**config.mk**
```make
export PLATFORM = sky130hd
export DESIGN_NAME = radix_digit_converter_top_flat
export DESIGN_NICKNAME = d
export VERILOG_FILES = /design/src/sv/rdc_pkg.sv /design/src/sv/rdc_in_if.sv /design/src/sv/rdc_out_if.sv /design/src/sv/rdc_ctrl.sv /design/src/sv/rdc_dpath.sv /design/src/sv/radix_digit_converter_top.sv /design/src/flat_wrapper.sv
export SDC_FILE = /design/constraint.sdc
export NUM_CORES = 2
export LEC_CHECK = 0
export CORE_AREA = 3 3 234 236
export DETAILED_ROUTE_END_ITERATION = 16
export DIE_AREA = 0 0 237 239
export DONT_BUFFER_PORTS = 1
export PLACE_DENSITY = 0.86
export RECOVER_POWER = 25
export REMOVE_ABC_BUFFERS = 1
export SKIP_LAST_GASP = 1
export SLEW_MARGIN = 40
export SYNTH_ARGS = -nofsm -noshare
export SYNTH_HDL_FRONTEND = slang
export SYNTH_SLANG_ARGS = --single-unit
```
**constraint.sdc**
```tcl
create_clock -name clk_i -period 21.2 [get_ports clk_i]
set_clock_uncertainty 0.15 [all_clocks]
set_input_delay 0 -clock clk_i [delete_from_list [all_inputs] [get_ports clk_i]]
set_output_delay 0 -clock clk_i [all_outputs]
set_load 0.01 [all_outputs]
```
**src/sv/rdc_pkg.sv**
```systemverilog
// Shared constants, types and the reciprocal table for the radix digit converter.
package rdc_pkg;

  localparam int unsigned VALUE_BITS = 31;
  localparam int unsigned MAX_DIGITS = 31;
  localparam int unsigned RADIX_W    = 4;
  localparam int unsigned DIGIT_W    = 4;

  localparam int unsigned CNT_W = $clog2(MAX_DIGITS + 1);
  localparam int unsigned IDX_W = $clog2(MAX_DIGITS);

  // Quotient estimate is (n * floor(2^RECIP_SHIFT / base)) >> RECIP_SHIFT,
  // which is the true quotient or one below it.
  localparam int unsigned RECIP_SHIFT = VALUE_BITS + 1;
  localparam int unsigned RECIP_W     = VALUE_BITS + 1;
  localparam int unsigned PROD_W      = VALUE_BITS + RECIP_W;
  localparam int unsigned REM_W       = VALUE_BITS + RADIX_W;

  localparam logic [RECIP_SHIFT:0] RECIP_ONE = {1'b1, {RECIP_SHIFT{1'b0}}};

  localparam logic [RECIP_W-1:0] RECIP_2 = RECIP_W'(RECIP_ONE / 2);
  localparam logic [RECIP_W-1:0] RECIP_3 = RECIP_W'(RECIP_ONE / 3);
  localparam logic [RECIP_W-1:0] RECIP_4 = RECIP_W'(RECIP_ONE / 4);
  localparam logic [RECIP_W-1:0] RECIP_5 = RECIP_W'(RECIP_ONE / 5);
  localparam logic [RECIP_W-1:0] RECIP_6 = RECIP_W'(RECIP_ONE / 6);
  localparam logic [RECIP_W-1:0] RECIP_7 = RECIP_W'(RECIP_ONE / 7);
  localparam logic [RECIP_W-1:0] RECIP_8 = RECIP_W'(RECIP_ONE / 8);
  localparam logic [RECIP_W-1:0] RECIP_9 = RECIP_W'(RECIP_ONE / 9);

  localparam logic [RADIX_W-1:0] RADIX_MIN   = RADIX_W'(2);
  localparam logic [RADIX_W-1:0] RADIX_MAX   = RADIX_W'(9);
  localparam logic [RADIX_W-1:0] RADIX_RESET = RADIX_W'(2);

  localparam logic [RADIX_W-1:0] BASE_2 = RADIX_W'(2);
  localparam logic [RADIX_W-1:0] BASE_3 = RADIX_W'(3);
  localparam logic [RADIX_W-1:0] BASE_4 = RADIX_W'(4);
  localparam logic [RADIX_W-1:0] BASE_5 = RADIX_W'(5);
  localparam logic [RADIX_W-1:0] BASE_6 = RADIX_W'(6);
  localparam logic [RADIX_W-1:0] BASE_7 = RADIX_W'(7);
  localparam logic [RADIX_W-1:0] BASE_8 = RADIX_W'(8);
  localparam logic [RADIX_W-1:0] BASE_9 = RADIX_W'(9);

  typedef enum logic [1:0] {
    ST_IDLE,
    ST_MUL,
    ST_DIV,
    ST_EMIT
  } rdc_state_e;

  typedef struct packed {
    logic load;
    logic mul;
    logic div;
    logic pop;
  } rdc_cmd_t;

  typedef struct packed {
    logic div_done;
    logic rd_last;
  } rdc_stat_t;

  function automatic logic [RECIP_W-1:0] recip(input logic [RADIX_W-1:0] base);
    logic [RECIP_W-1:0] m;
    unique case (base)
      BASE_2:  m = RECIP_2;
      BASE_3:  m = RECIP_3;
      BASE_4:  m = RECIP_4;
      BASE_5:  m = RECIP_5;
      BASE_6:  m = RECIP_6;
      BASE_7:  m = RECIP_7;
      BASE_8:  m = RECIP_8;
      BASE_9:  m = RECIP_9;
      default: m = RECIP_2;
    endcase
    return m;
  endfunction

endpackage

```
**src/sv/rdc_in_if.sv**
```systemverilog
// Input channel: one integer request per handshake.
interface rdc_in_if import rdc_pkg::*; ();
  logic                  valid;
  logic                  ready;
  logic [VALUE_BITS-1:0] value;

  modport source (output valid, output value, input ready);
  modport sink   (input valid, input value, output ready);
endinterface

```
**src/sv/rdc_out_if.sv**
```systemverilog
// Output channel: one digit per handshake with a final-digit mark.
interface rdc_out_if import rdc_pkg::*; ();
  logic               valid;
  logic               ready;
  logic [DIGIT_W-1:0] digit;
  logic               last_digit;

  modport source (output valid, output digit, output last_digit, input ready);
  modport sink   (input valid, input digit, input last_digit, output ready);
endinterface

```
**src/sv/rdc_ctrl.sv**
```systemverilog
// Sequencer for the converter: load, multiply, divide-correct, then emit digits.
module rdc_ctrl import rdc_pkg::*; (
  input  logic      clk_i,
  input  logic      rst_ni,
  input  logic      in_valid_i,
  output logic      in_ready_o,
  output logic      out_valid_o,
  input  logic      out_ready_i,
  input  rdc_stat_t stat_i,
  output rdc_cmd_t  cmd_o
);

  rdc_state_e state_q, state_d;

  always_ff @(posedge clk_i or negedge rst_ni) begin
    if (!rst_ni) begin
      state_q <= ST_IDLE;
    end else begin
      state_q <= state_d;
    end
  end

  always_comb begin
    state_d     = state_q;
    cmd_o       = '0;
    in_ready_o  = 1'b0;
    out_valid_o = 1'b0;
    unique case (state_q)
      ST_IDLE: begin
        in_ready_o = 1'b1;
        if (in_valid_i) begin
          cmd_o.load = 1'b1;
          state_d    = ST_MUL;
        end
      end
      ST_MUL: begin
        cmd_o.mul = 1'b1;
        state_d   = ST_DIV;
      end
      ST_DIV: begin
        cmd_o.div = 1'b1;
        state_d   = stat_i.div_done ? ST_EMIT : ST_MUL;
      end
      ST_EMIT: begin
        out_valid_o = 1'b1;
        if (out_ready_i) begin
          cmd_o.pop = 1'b1;
          // drop back to idle after the least significant digit
          if (stat_i.rd_last) begin
            state_d = ST_IDLE;
          end
        end
      end
      default: state_d = ST_IDLE;
    endcase
  end

endmodule

```
**src/sv/rdc_dpath.sv**
```systemverilog
// Datapath: radix register, reciprocal divider, digit stack and read pointer.
module rdc_dpath import rdc_pkg::*; (
  input  logic                  clk_i,
  input  logic                  rst_ni,
  input  logic                  cfg_we_i,
  input  logic [RADIX_W-1:0]    cfg_wdata_i,
  input  logic [VALUE_BITS-1:0] value_i,
  input  rdc_cmd_t              cmd_i,
  output rdc_stat_t             stat_o,
  output logic [DIGIT_W-1:0]    digit_o,
  output logic                  last_digit_o
);

  logic [RADIX_W-1:0]    radix_q;
  logic [CNT_W-1:0]      cnt_q;
  logic [IDX_W-1:0]      rd_idx_q;
  logic [VALUE_BITS-1:0] n_q;
  logic [PROD_W-1:0]     prod_q;
  logic [DIGIT_W-1:0]    store_q [MAX_DIGITS];

  logic [RADIX_W-1:0]    base;
  logic [VALUE_BITS-1:0] q_est;
  logic [REM_W-1:0]      q_times_b;
  logic [REM_W-1:0]      rem_full;
  logic                  corr;
  logic [VALUE_BITS-1:0] quot;
  logic [DIGIT_W-1:0]    rem_digit;

  // Clamp the register into the supported base range.
  always_comb begin
    if (radix_q < RADIX_MIN) begin
      base = RADIX_MIN;
    end else if (radix_q > RADIX_MAX) begin
      base = RADIX_MAX;
    end else begin
      base = radix_q;
    end
  end

  // The estimate is exact or one short; one compare and subtract fixes it.
  always_comb begin
    q_est     = prod_q[PROD_W-1:RECIP_SHIFT];
    q_times_b = REM_W'(q_est) * REM_W'(base);
    rem_full  = REM_W'(n_q) - q_times_b;
    corr      = rem_full >= REM_W'(base);
    quot      = q_est + VALUE_BITS'(corr);
    rem_digit = corr ? DIGIT_W'(rem_full[RADIX_W-1:0] - base)
                     : DIGIT_W'(rem_full[RADIX_W-1:0]);
  end

  assign stat_o.div_done = (quot == '0) || (cnt_q == CNT_W'(MAX_DIGITS - 1));
  assign stat_o.rd_last  = (rd_idx_q == '0);
  assign digit_o         = store_q[rd_idx_q];
  assign last_digit_o    = stat_o.rd_last;

  always_ff @(posedge clk_i or negedge rst_ni) begin
    if (!rst_ni) begin
      radix_q  <= RADIX_RESET;
      cnt_q    <= '0;
      rd_idx_q <= '0;
    end else begin
      if (cfg_we_i) begin
        radix_q <= cfg_wdata_i;
      end
      if (cmd_i.load) begin
        cnt_q <= '0;
      end else if (cmd_i.div) begin
        cnt_q    <= cnt_q + CNT_W'(1);
        rd_idx_q <= cnt_q[IDX_W-1:0];
      end else if (cmd_i.pop && !stat_o.rd_last) begin
        rd_idx_q <= rd_idx_q - IDX_W'(1);
      end
    end
  end

  always_ff @(posedge clk_i) begin
    if (cmd_i.load) begin
      n_q <= value_i;
    end else if (cmd_i.div) begin
      n_q <= quot;
    end
    if (cmd_i.mul) begin
      prod_q <= PROD_W'(n_q) * PROD_W'(recip(base));
    end
    if (cmd_i.div) begin
      store_q[cnt_q[IDX_W-1:0]] <= rem_digit;
    end
  end

endmodule

```
**src/sv/radix_digit_converter_top.sv**
```systemverilog
// Radix digit converter: turns a non-negative integer into base-2..9 digits, MSB first.
// An integer request is taken only while the block is idle. It is then divided by the
// selected base once per digit: the shared reciprocal multiplier forms a registered
// product, then the quotient correction yields the digit. The D digits (1 to MAX_DIGITS)
// are then sent one per cycle while the sink is ready, most significant first, with
// last_digit set on the final one. The radix register (reset 2) is written through
// cfg_we_i/cfg_wdata_i; the user must write it only while idle, as the block itself
// does not enforce this. Values 0 and 1 act as base 2, 10 through 15 as base 9.
module radix_digit_converter_top import rdc_pkg::*; (
  input  logic               clk_i,
  input  logic               rst_ni,
  input  logic               cfg_we_i,
  input  logic [RADIX_W-1:0] cfg_wdata_i,
  rdc_in_if.sink             value_i,
  rdc_out_if.source          digit_o
);

  rdc_cmd_t  cmd;
  rdc_stat_t stat;

  rdc_ctrl u_ctrl (
    .clk_i       (clk_i),
    .rst_ni      (rst_ni),
    .in_valid_i  (value_i.valid),
    .in_ready_o  (value_i.ready),
    .out_valid_o (digit_o.valid),
    .out_ready_i (digit_o.ready),
    .stat_i      (stat),
    .cmd_o       (cmd)
  );

  rdc_dpath u_dpath (
    .clk_i        (clk_i),
    .rst_ni       (rst_ni),
    .cfg_we_i     (cfg_we_i),
    .cfg_wdata_i  (cfg_wdata_i),
    .value_i      (value_i.value),
    .cmd_i        (cmd),
    .stat_o       (stat),
    .digit_o      (digit_o.digit),
    .last_digit_o (digit_o.last_digit)
  );

endmodule
```
**src/flat_wrapper.sv**
```systemverilog
// flat-port wrapper written by rule: the top's interface ports become plain ports
module radix_digit_converter_top_flat import rdc_pkg::*;
  (clk_i, rst_ni, cfg_we_i, cfg_wdata_i, value_i_valid, value_i_value, value_i_ready, digit_o_valid, digit_o_digit, digit_o_last_digit, digit_o_ready);
  rdc_in_if value_i_i ();
  rdc_out_if digit_o_i ();
  input  logic clk_i;
  input  logic rst_ni;
  input  logic cfg_we_i;
  input  logic [RADIX_W-1:0] cfg_wdata_i;
  input wire logic [$bits(value_i_i.valid)-1:0] value_i_valid;
  input wire logic [$bits(value_i_i.value)-1:0] value_i_value;
  output wire logic [$bits(value_i_i.ready)-1:0] value_i_ready;
  output wire logic [$bits(digit_o_i.valid)-1:0] digit_o_valid;
  output wire logic [$bits(digit_o_i.digit)-1:0] digit_o_digit;
  output wire logic [$bits(digit_o_i.last_digit)-1:0] digit_o_last_digit;
  input wire logic [$bits(digit_o_i.ready)-1:0] digit_o_ready;
  assign value_i_i.valid = value_i_valid;
  assign value_i_i.value = value_i_value;
  assign value_i_ready = value_i_i.ready;
  assign digit_o_valid = digit_o_i.valid;
  assign digit_o_digit = digit_o_i.digit;
  assign digit_o_last_digit = digit_o_i.last_digit;
  assign digit_o_i.ready = digit_o_ready;
  radix_digit_converter_top u_core (.clk_i(clk_i), .rst_ni(rst_ni), .cfg_we_i(cfg_we_i), .cfg_wdata_i(cfg_wdata_i), .value_i(value_i_i), .digit_o(digit_o_i));
endmodule
```
; Yosys cells after proc, flatten, opt, wreduce, memory -nomap -nowiden
; Memory sizes are Yosys's and may differ from the RTL's.
; Cells that the tools add are included.
[op_classes]
eq_ne = 7
addsub = 5
order_cmp = 3
bitwise = 1
mul = 2
n_reduce_logical = 10
n_mux = 25
[ops]
columns = cell, count
row1 = 31-bit by 32-bit multiplier with 63-bit output, 1
row2 = 31-bit two-way mux, 2
row3 = 35-bit by 4-bit greater-or-equal comparator with 1-bit output, 1
row4 = 31-bit by 4-bit multiplier with 35-bit output, 1
row5 = 31-bit by 35-bit subtractor with 35-bit output, 1
row6 = 32-bit two-way mux, 1
row7 = 31-bit by 1-bit adder with 31-bit output, 1
row8 = 31-bit zero test, 1
row9 = 5-bit two-way mux, 4
row10 = 4-bit two-way mux, 3
row11 = 1-bit two-way mux, 10
row12 = 2-bit two-way mux, 4
row13 = 2-bit one-hot mux with 4 select lines, 1
row14 = "2-bit inequality test, second input constant", 3
row15 = "5-bit by 1-bit adder with 5-bit output, second input constant", 1
row16 = "5-bit equality test, second input constant", 1
row17 = 5-bit zero test, 1
row18 = "5-bit by 1-bit subtractor with 5-bit output, second input constant", 1
row19 = "2-bit equality test, second input constant", 2
row20 = "4-bit > comparator, second input constant", 1
row21 = "4-bit by 2-bit less-than comparator with 1-bit output, second input constant", 1
row22 = 2-bit nonzero test, 2
row23 = 4-bit subtractor, 1
row24 = 3-bit AND reduction, 1
row25 = other kinds (7), 7
[totals]
wordCells = 61
out_inout_bits = 7
rom_bits = 512
memories = 2
ram_bits = 124
in_bits = 40
regBits = 110
[mem_list]
columns = name, depth, word_bits, read_ports, rd_ports_with_merged_regs, wr, line
row1 = (no name shown), 16, 32, 1, 0, 0, rdc_pkg.sv:64  ; unique case (base)
row2 = u_core.u_dpath.store_q, 31, 4, 1, 0, 1, rdc_dpath.sv:19  ; logic [DIGIT_W-1:0] store_q [MAX_DIGITS];

; Logic depth before layout (Yosys ltp)
[depth]
ltp_word = 11
ltp_mapped = 41
depth_no_buf = 36

; By module
; Synthesis repeated with hierarchy kept, for this count alone.
[unflattened]
hier_cells = 3763
area_unflattened_um2 = 36736.5
[modules_own_cells]
columns = module, n_inst, seq_area_each_um2, cells_each, area_per_inst_um2
row1 = rdc_dpath, 1, 5936.9, 3750, 36605.1
row2 = rdc_ctrl, 1, 50.0, 13, 131.4

; Worst setup path before layout
; OpenSTA, ideal clock, no wires.
[synth_path]
kind = flip-flop to flip-flop
startpoint = register u_core.u_dpath.radix_q[2]
endpoint = register u_core.u_dpath.prod_q[62], data pin
t_arrival_ps = 9666
period_less_slack_ps = 10072
setup_slack_ps = 11128
required_time_ps = 20794
setup_ps = 256
n_path_buf = 5
stages_incl_launch_ff = 38
cell_sequence = dfrtp_1 -> buf_2 -> clkbuf_1 -> nor3_1 -> a21oi_1 -> clkbuf_1 -> clkbuf_1 -> ha_1 -> nand2_1 -> nor2_1 -> a21o_1 -> nand2b_1 -> clkbuf_1 -> nand2_1 -> fa_1 -> fa_1 -> inv_1 -> fa_1 -> [2 not listed] -> fa_1 -> inv_1 -> fa_1 -> fa_1 -> inv_1 -> fa_1 -> inv_1 -> ha_1 -> a21o_1 -> a21o_1 -> a2111oi_0 -> o211ai_1 -> nand3_1 -> a311oi_1 -> nand3b_1 -> a31o_2 -> or4_1 -> and4_1
[synth_via]
elab_chain_cells = 6
word_cells_on_any_way = 7
classes_between = mul (1) / order compare (2) / mux (3) / memory (1)
[synth_rtl]
columns = element, line
row1 = from (decl), rdc_dpath.sv:14  ; logic [RADIX_W-1:0] radix_q;
row2 = from (signal assigned), rdc_dpath.sv:63  ; radix_q <= cfg_wdata_i;
row3 = 4-bit > comparator, rdc_dpath.sv:33  ; end else if (radix_q > RADIX_MAX) begin
row4 = 4-bit two-way mux, rdc_dpath.sv:33
row5 = 4-bit two-way mux *, rdc_dpath.sv:31  ; if (radix_q < RADIX_MIN) begin
row6 = memory 16 x 32 bit *, --
row7 = 32-bit two-way mux *, rdc_dpath.sv:82  ; if (cmd_i.mul) begin
row8 = 31-bit by 32-bit multiplier with 63-bit output *, rdc_dpath.sv:83  ; prod_q <= PROD_W'(n_q) * PROD_W'(recip(base));
row9 = to (signal assigned), rdc_dpath.sv:83
row10 = to (decl), rdc_dpath.sv:18  ; logic [PROD_W-1:0] prod_q;
; Mark *: on every way between the ends. The rest lies on a longest branch, timed or not. The select of a mux whose other input is x is not followed.
; A chain may end at the register's enable or synchronous reset.

; Final worst setup path
[layout_path]
startpoint = register u_core.u_dpath.radix_q[3]
endpoint = register u_core.u_dpath.prod_q[57], data pin
; Same word-level chain as after synthesis.

==> key figures <==
Routing
  – Wirelength per Cell: 24.51 um
  – Top sig layer: met4
  – Vias: 28180
  – DRT met1 WL: 36.26 mm
  – Iter 0 DRT Violations: 3185
  – Antenna-violating nets left: 0
  – Met3 wire len: 15.03 mm
  – DR pass1 iterations: 9
  – Number of vias per cell: 6.336
  – Routed WL: 109.0 mm
  – Remaining DRCs: 0
  – WL met2: 49.40 mm

Clocking
  – CTS Root Buffer Type: clkbuf_16
  – Clock-pin transition on the worst setup and hold timing paths: 0.08 ns
  – Setup bufs post-CTS: 0
  – CTS resizes: 0
  – CTS HTree Levels: 1
  – Num Clock Sinks: 202
  – CTS Buf Count: 18
  – CTS Buffer Depth: 3
  – Worst skew pair latency: 0.52 ns
  – CTS tree: built

Layout
  – Commonest cells after routing, fill and taps aside: inv_1 (887), fa_1 (700), nand2_1 (494)
  – Layout area overhead: 4.512%
  – Layout cell share with drive strength beyond 1: 0.03646
  – Final net count: 4803
  – Commonest non-fill, non-tap cell in the layout: inv_1

Worst hold path
  – Hold Path Depth: 2
  – Hold WC Path Type: in -> reg
  – Worst hold start: cfg_wdata_i[0]
  – Hold EP: u_core.u_dpath.radix_q[0]

Setup path
  – Required time of the critical path: 21.33 ns
  – CP max stage cell: clkbuf_1
  – Slowest Stage Delay on Critical Path: 1.47 ns
  – Crit path max fanout: 40
  – WP data arrival: 12.93 ns
  – CP endpoint kind: flop
  – FF-to-FF path depth: 35
  – Reg2Reg Capture Point: u_core.u_dpath.prod_q[57]
  – Reg2Reg Setup Slack: 8.40 ns
  – CP Class: reg -> reg
  – Reg-to-reg critical path startpoint: u_core.u_dpath.radix_q[3]
  – Startpoint types: flop
  – Crit path top cell by count: fa_1

Yosys
  – Mean Syn Cell Area: 9.672 um^2
  – Sequential fraction of the synthesis area: 0.1628
  – Syn Inst Count: 3802
  – Ys Warns: 0
  – Synth async-reset ratio: 0.07921
  – Post-synth EDFFs: 186
  – Post-Synthesis Cell Area: 36770 um^2
  – Ys flop type: edfxtp_1
  – Synth Register Bits: 202
  – Synth cell types: 77

Floorplanning
  – Initial cell density of the core: 0.6984
  – Die height: 239 um
  – Placeable Area: 52660 um^2
  – Rows: 84
  – Die area: 56640 um^2
  – Top-Level Pins: 47
  – Chip width: 237 um

Timing
  – Slew Limit Fails: 162
  – Relative slew margins: -0.6203
  – Final min period: 12.80 ns
  – Final Hold Vio Count: 0
  – Fmax: 78.10 MHz
  – Slew @ Worst Pin: 2.431 ns
  – Setup_tns: 0 ns
  – Final-report setup violation count: 0
  – Unrepaired setup endpoints after global routing: false
  – Final period util: 0.6040

Status
  – Status: complete, but fails checks
  – Failing checks: max-capacitance violations, max-slew violations

Place
  – DP Wirelength: 86.09 mm
  – Port Buffers: 0
  – Gpl congestion: 1.026

Run
  – Max-cap violation count: 4

Global route
  – Initial antenna violation count: 2
  – Vias in the first global route: 29840
  – GRT Util Overall: 0.3924
  – First-pass GRT wire length: 168.0 mm
  – Largest net degree at the start of global routing: 56
  – Total gr overflow: 0
[final cells by class]
class,count,area (um^2)
fillers,3570,14220
well taps,688,860.8
multi-input cells,2551,26890
flip-flops and latches,202,5988
inverters,890,3341
clock buffers,21,503.0
repair buffers,83,734.5
clock inverters,11,108.9
diodes,1,2.502
[how the worst max path moves through the flow]
| stage | from | endpoint | slack (ns) | cells after the start |
|---|---|---|---|---|
| 2_1_floorplan | u_core.u_dpath.radix_q[3] | u_core.u_dpath.prod_q[62] | 9.12 | 31 |
| 5_1_grt | u_core.u_dpath.radix_q[3] | u_core.u_dpath.prod_q[57] | 8.10 | 35 |
| 4_1_cts | u_core.u_dpath.radix_q[1] | u_core.u_dpath.prod_q[57] | 9.96 | 34 |
| 3_5_place_dp | u_core.u_dpath.radix_q[1] | u_core.u_dpath.prod_q[62] | 9.99 | 34 |
| 6_report | u_core.u_dpath.radix_q[3] | u_core.u_dpath.prod_q[57] | 8.40 | 35 |
| 3_3_place_gp | u_core.u_dpath.radix_q[1] | u_core.u_dpath.prod_q[57] | 10.22 | 34 |
[metal layers]
| metal | global-route usage | vias up |
|---|---|---|
| li1 | - | 11710 |
| met1 | 0.4854 | 13750 |
| met2 | 0.6225 | 2146 |
| met3 | 0.1199 | 575 |
| met4 | 0.2164 | 0 |
| met5 | 0 | - |
[stage by stage]
| stage | instances | utilization | hold slack, ns | cell area [um^2] | setup slack (ns) |
|---|---|---|---|---|---|
| 6_report | 4447 | 0.7299 | 0.02048 | 38430 | 8.396 |
| 5_1_grt | 4446 | 0.7298 | 0.04409 | 38430 | 8.102 |
| 4_1_cts | 4440 | 0.7294 | 0.02461 | 38410 | 9.961 |
| 3_5_place_dp | 4368 | 0.7102 | -0.4436 | 37390 | 9.986 |
| 3_3_place_gp | 4364 | 0.7090 | -0.4434 | 37330 | 10.22 |
| 2_1_floorplan | 3643 | - | -0.4456 | 36160 | 9.118 |
[state kept, by name, summed over array words and instances, names as in the netlist]
name and flops:
u_core.u_dpath.n_q 31, u_core.u_dpath.store_q 124, u_core.u_dpath.prod_q 31, u_core.u_dpath.radix_q 4, u_core.u_dpath.rd_idx_q 5, u_core.u_dpath.cnt_q 5
u_core.u_ctrl.state_q 2
[worst max-delay path: cells and delay by family, from the launching register on]
family | cells | cell delay [ns]
buf+inv | 10 | 3.43
flops | 1 | 0.32
compound gates | 8 | 2.30
simple gates | 6 | 1.53
xor+xnor | 1 | 0.13
fa+ha+maj | 10 | 4.65
[Yosys cell counts (9+ instances only)]
library cell / number / area, um^2
xor2_1: 37 / 324.1
a21oi_1: 115 / 575.6
xnor2_1: 48 / 420.4
o31ai_1: 9 / 67.56
nand2b_1: 11 / 68.82
buf_1: 9 / 33.78
dfrtp_1: 15 / 375.4
mux2i_1: 18 / 180.2
clkbuf_1: 142 / 533.0
a31oi_1: 17 / 106.4
nand4_1: 25 / 156.4
mux4_2: 28 / 630.6
and2_1: 158 / 988.5
a21o_1: 57 / 427.9
nand2_1: 494 / 1854
nor4_1: 9 / 56.30
fa_1: 700 / 14010
mux2_2: 10 / 112.6
or3_1: 10 / 62.56
nor2b_1: 14 / 87.58
inv_1: 887 / 3329
nor3_1: 43 / 215.2
and3_1: 43 / 269.0
nand3_1: 45 / 225.2
edfxtp_1: 186 / 5585
o21ai_0: 95 / 475.5
a211oi_1: 11 / 82.58
nor2_1: 112 / 420.4
o211ai_1: 9 / 67.56
ha_1: 317 / 3966
[timing repair]
item,in CTS,in global routing
setup endpoints to repair,0,0
hold buffers,40,1
hold endpoints to repair,54,15
[logic make-up (layout without fill, tap and decap cells)]
group,after synthesis,in the layout,share of synthesized area
other,0,1,0
and+or+nand+nor,996,996,0.1269
muxes,58,58,0.02593
adders and majority gates,1017,1017,0.4889
AOI/OAI and AO/OA,395,395,0.06764
buffers and inverters,1049,1005,0.1075
DFF,202,202,0.1628
xor gates and xnor gates,85,85,0.02024
Power is left out: the tool's default activity adds up to more than one toggle a clock period on the data nets, which glitch-free logic cannot reach.
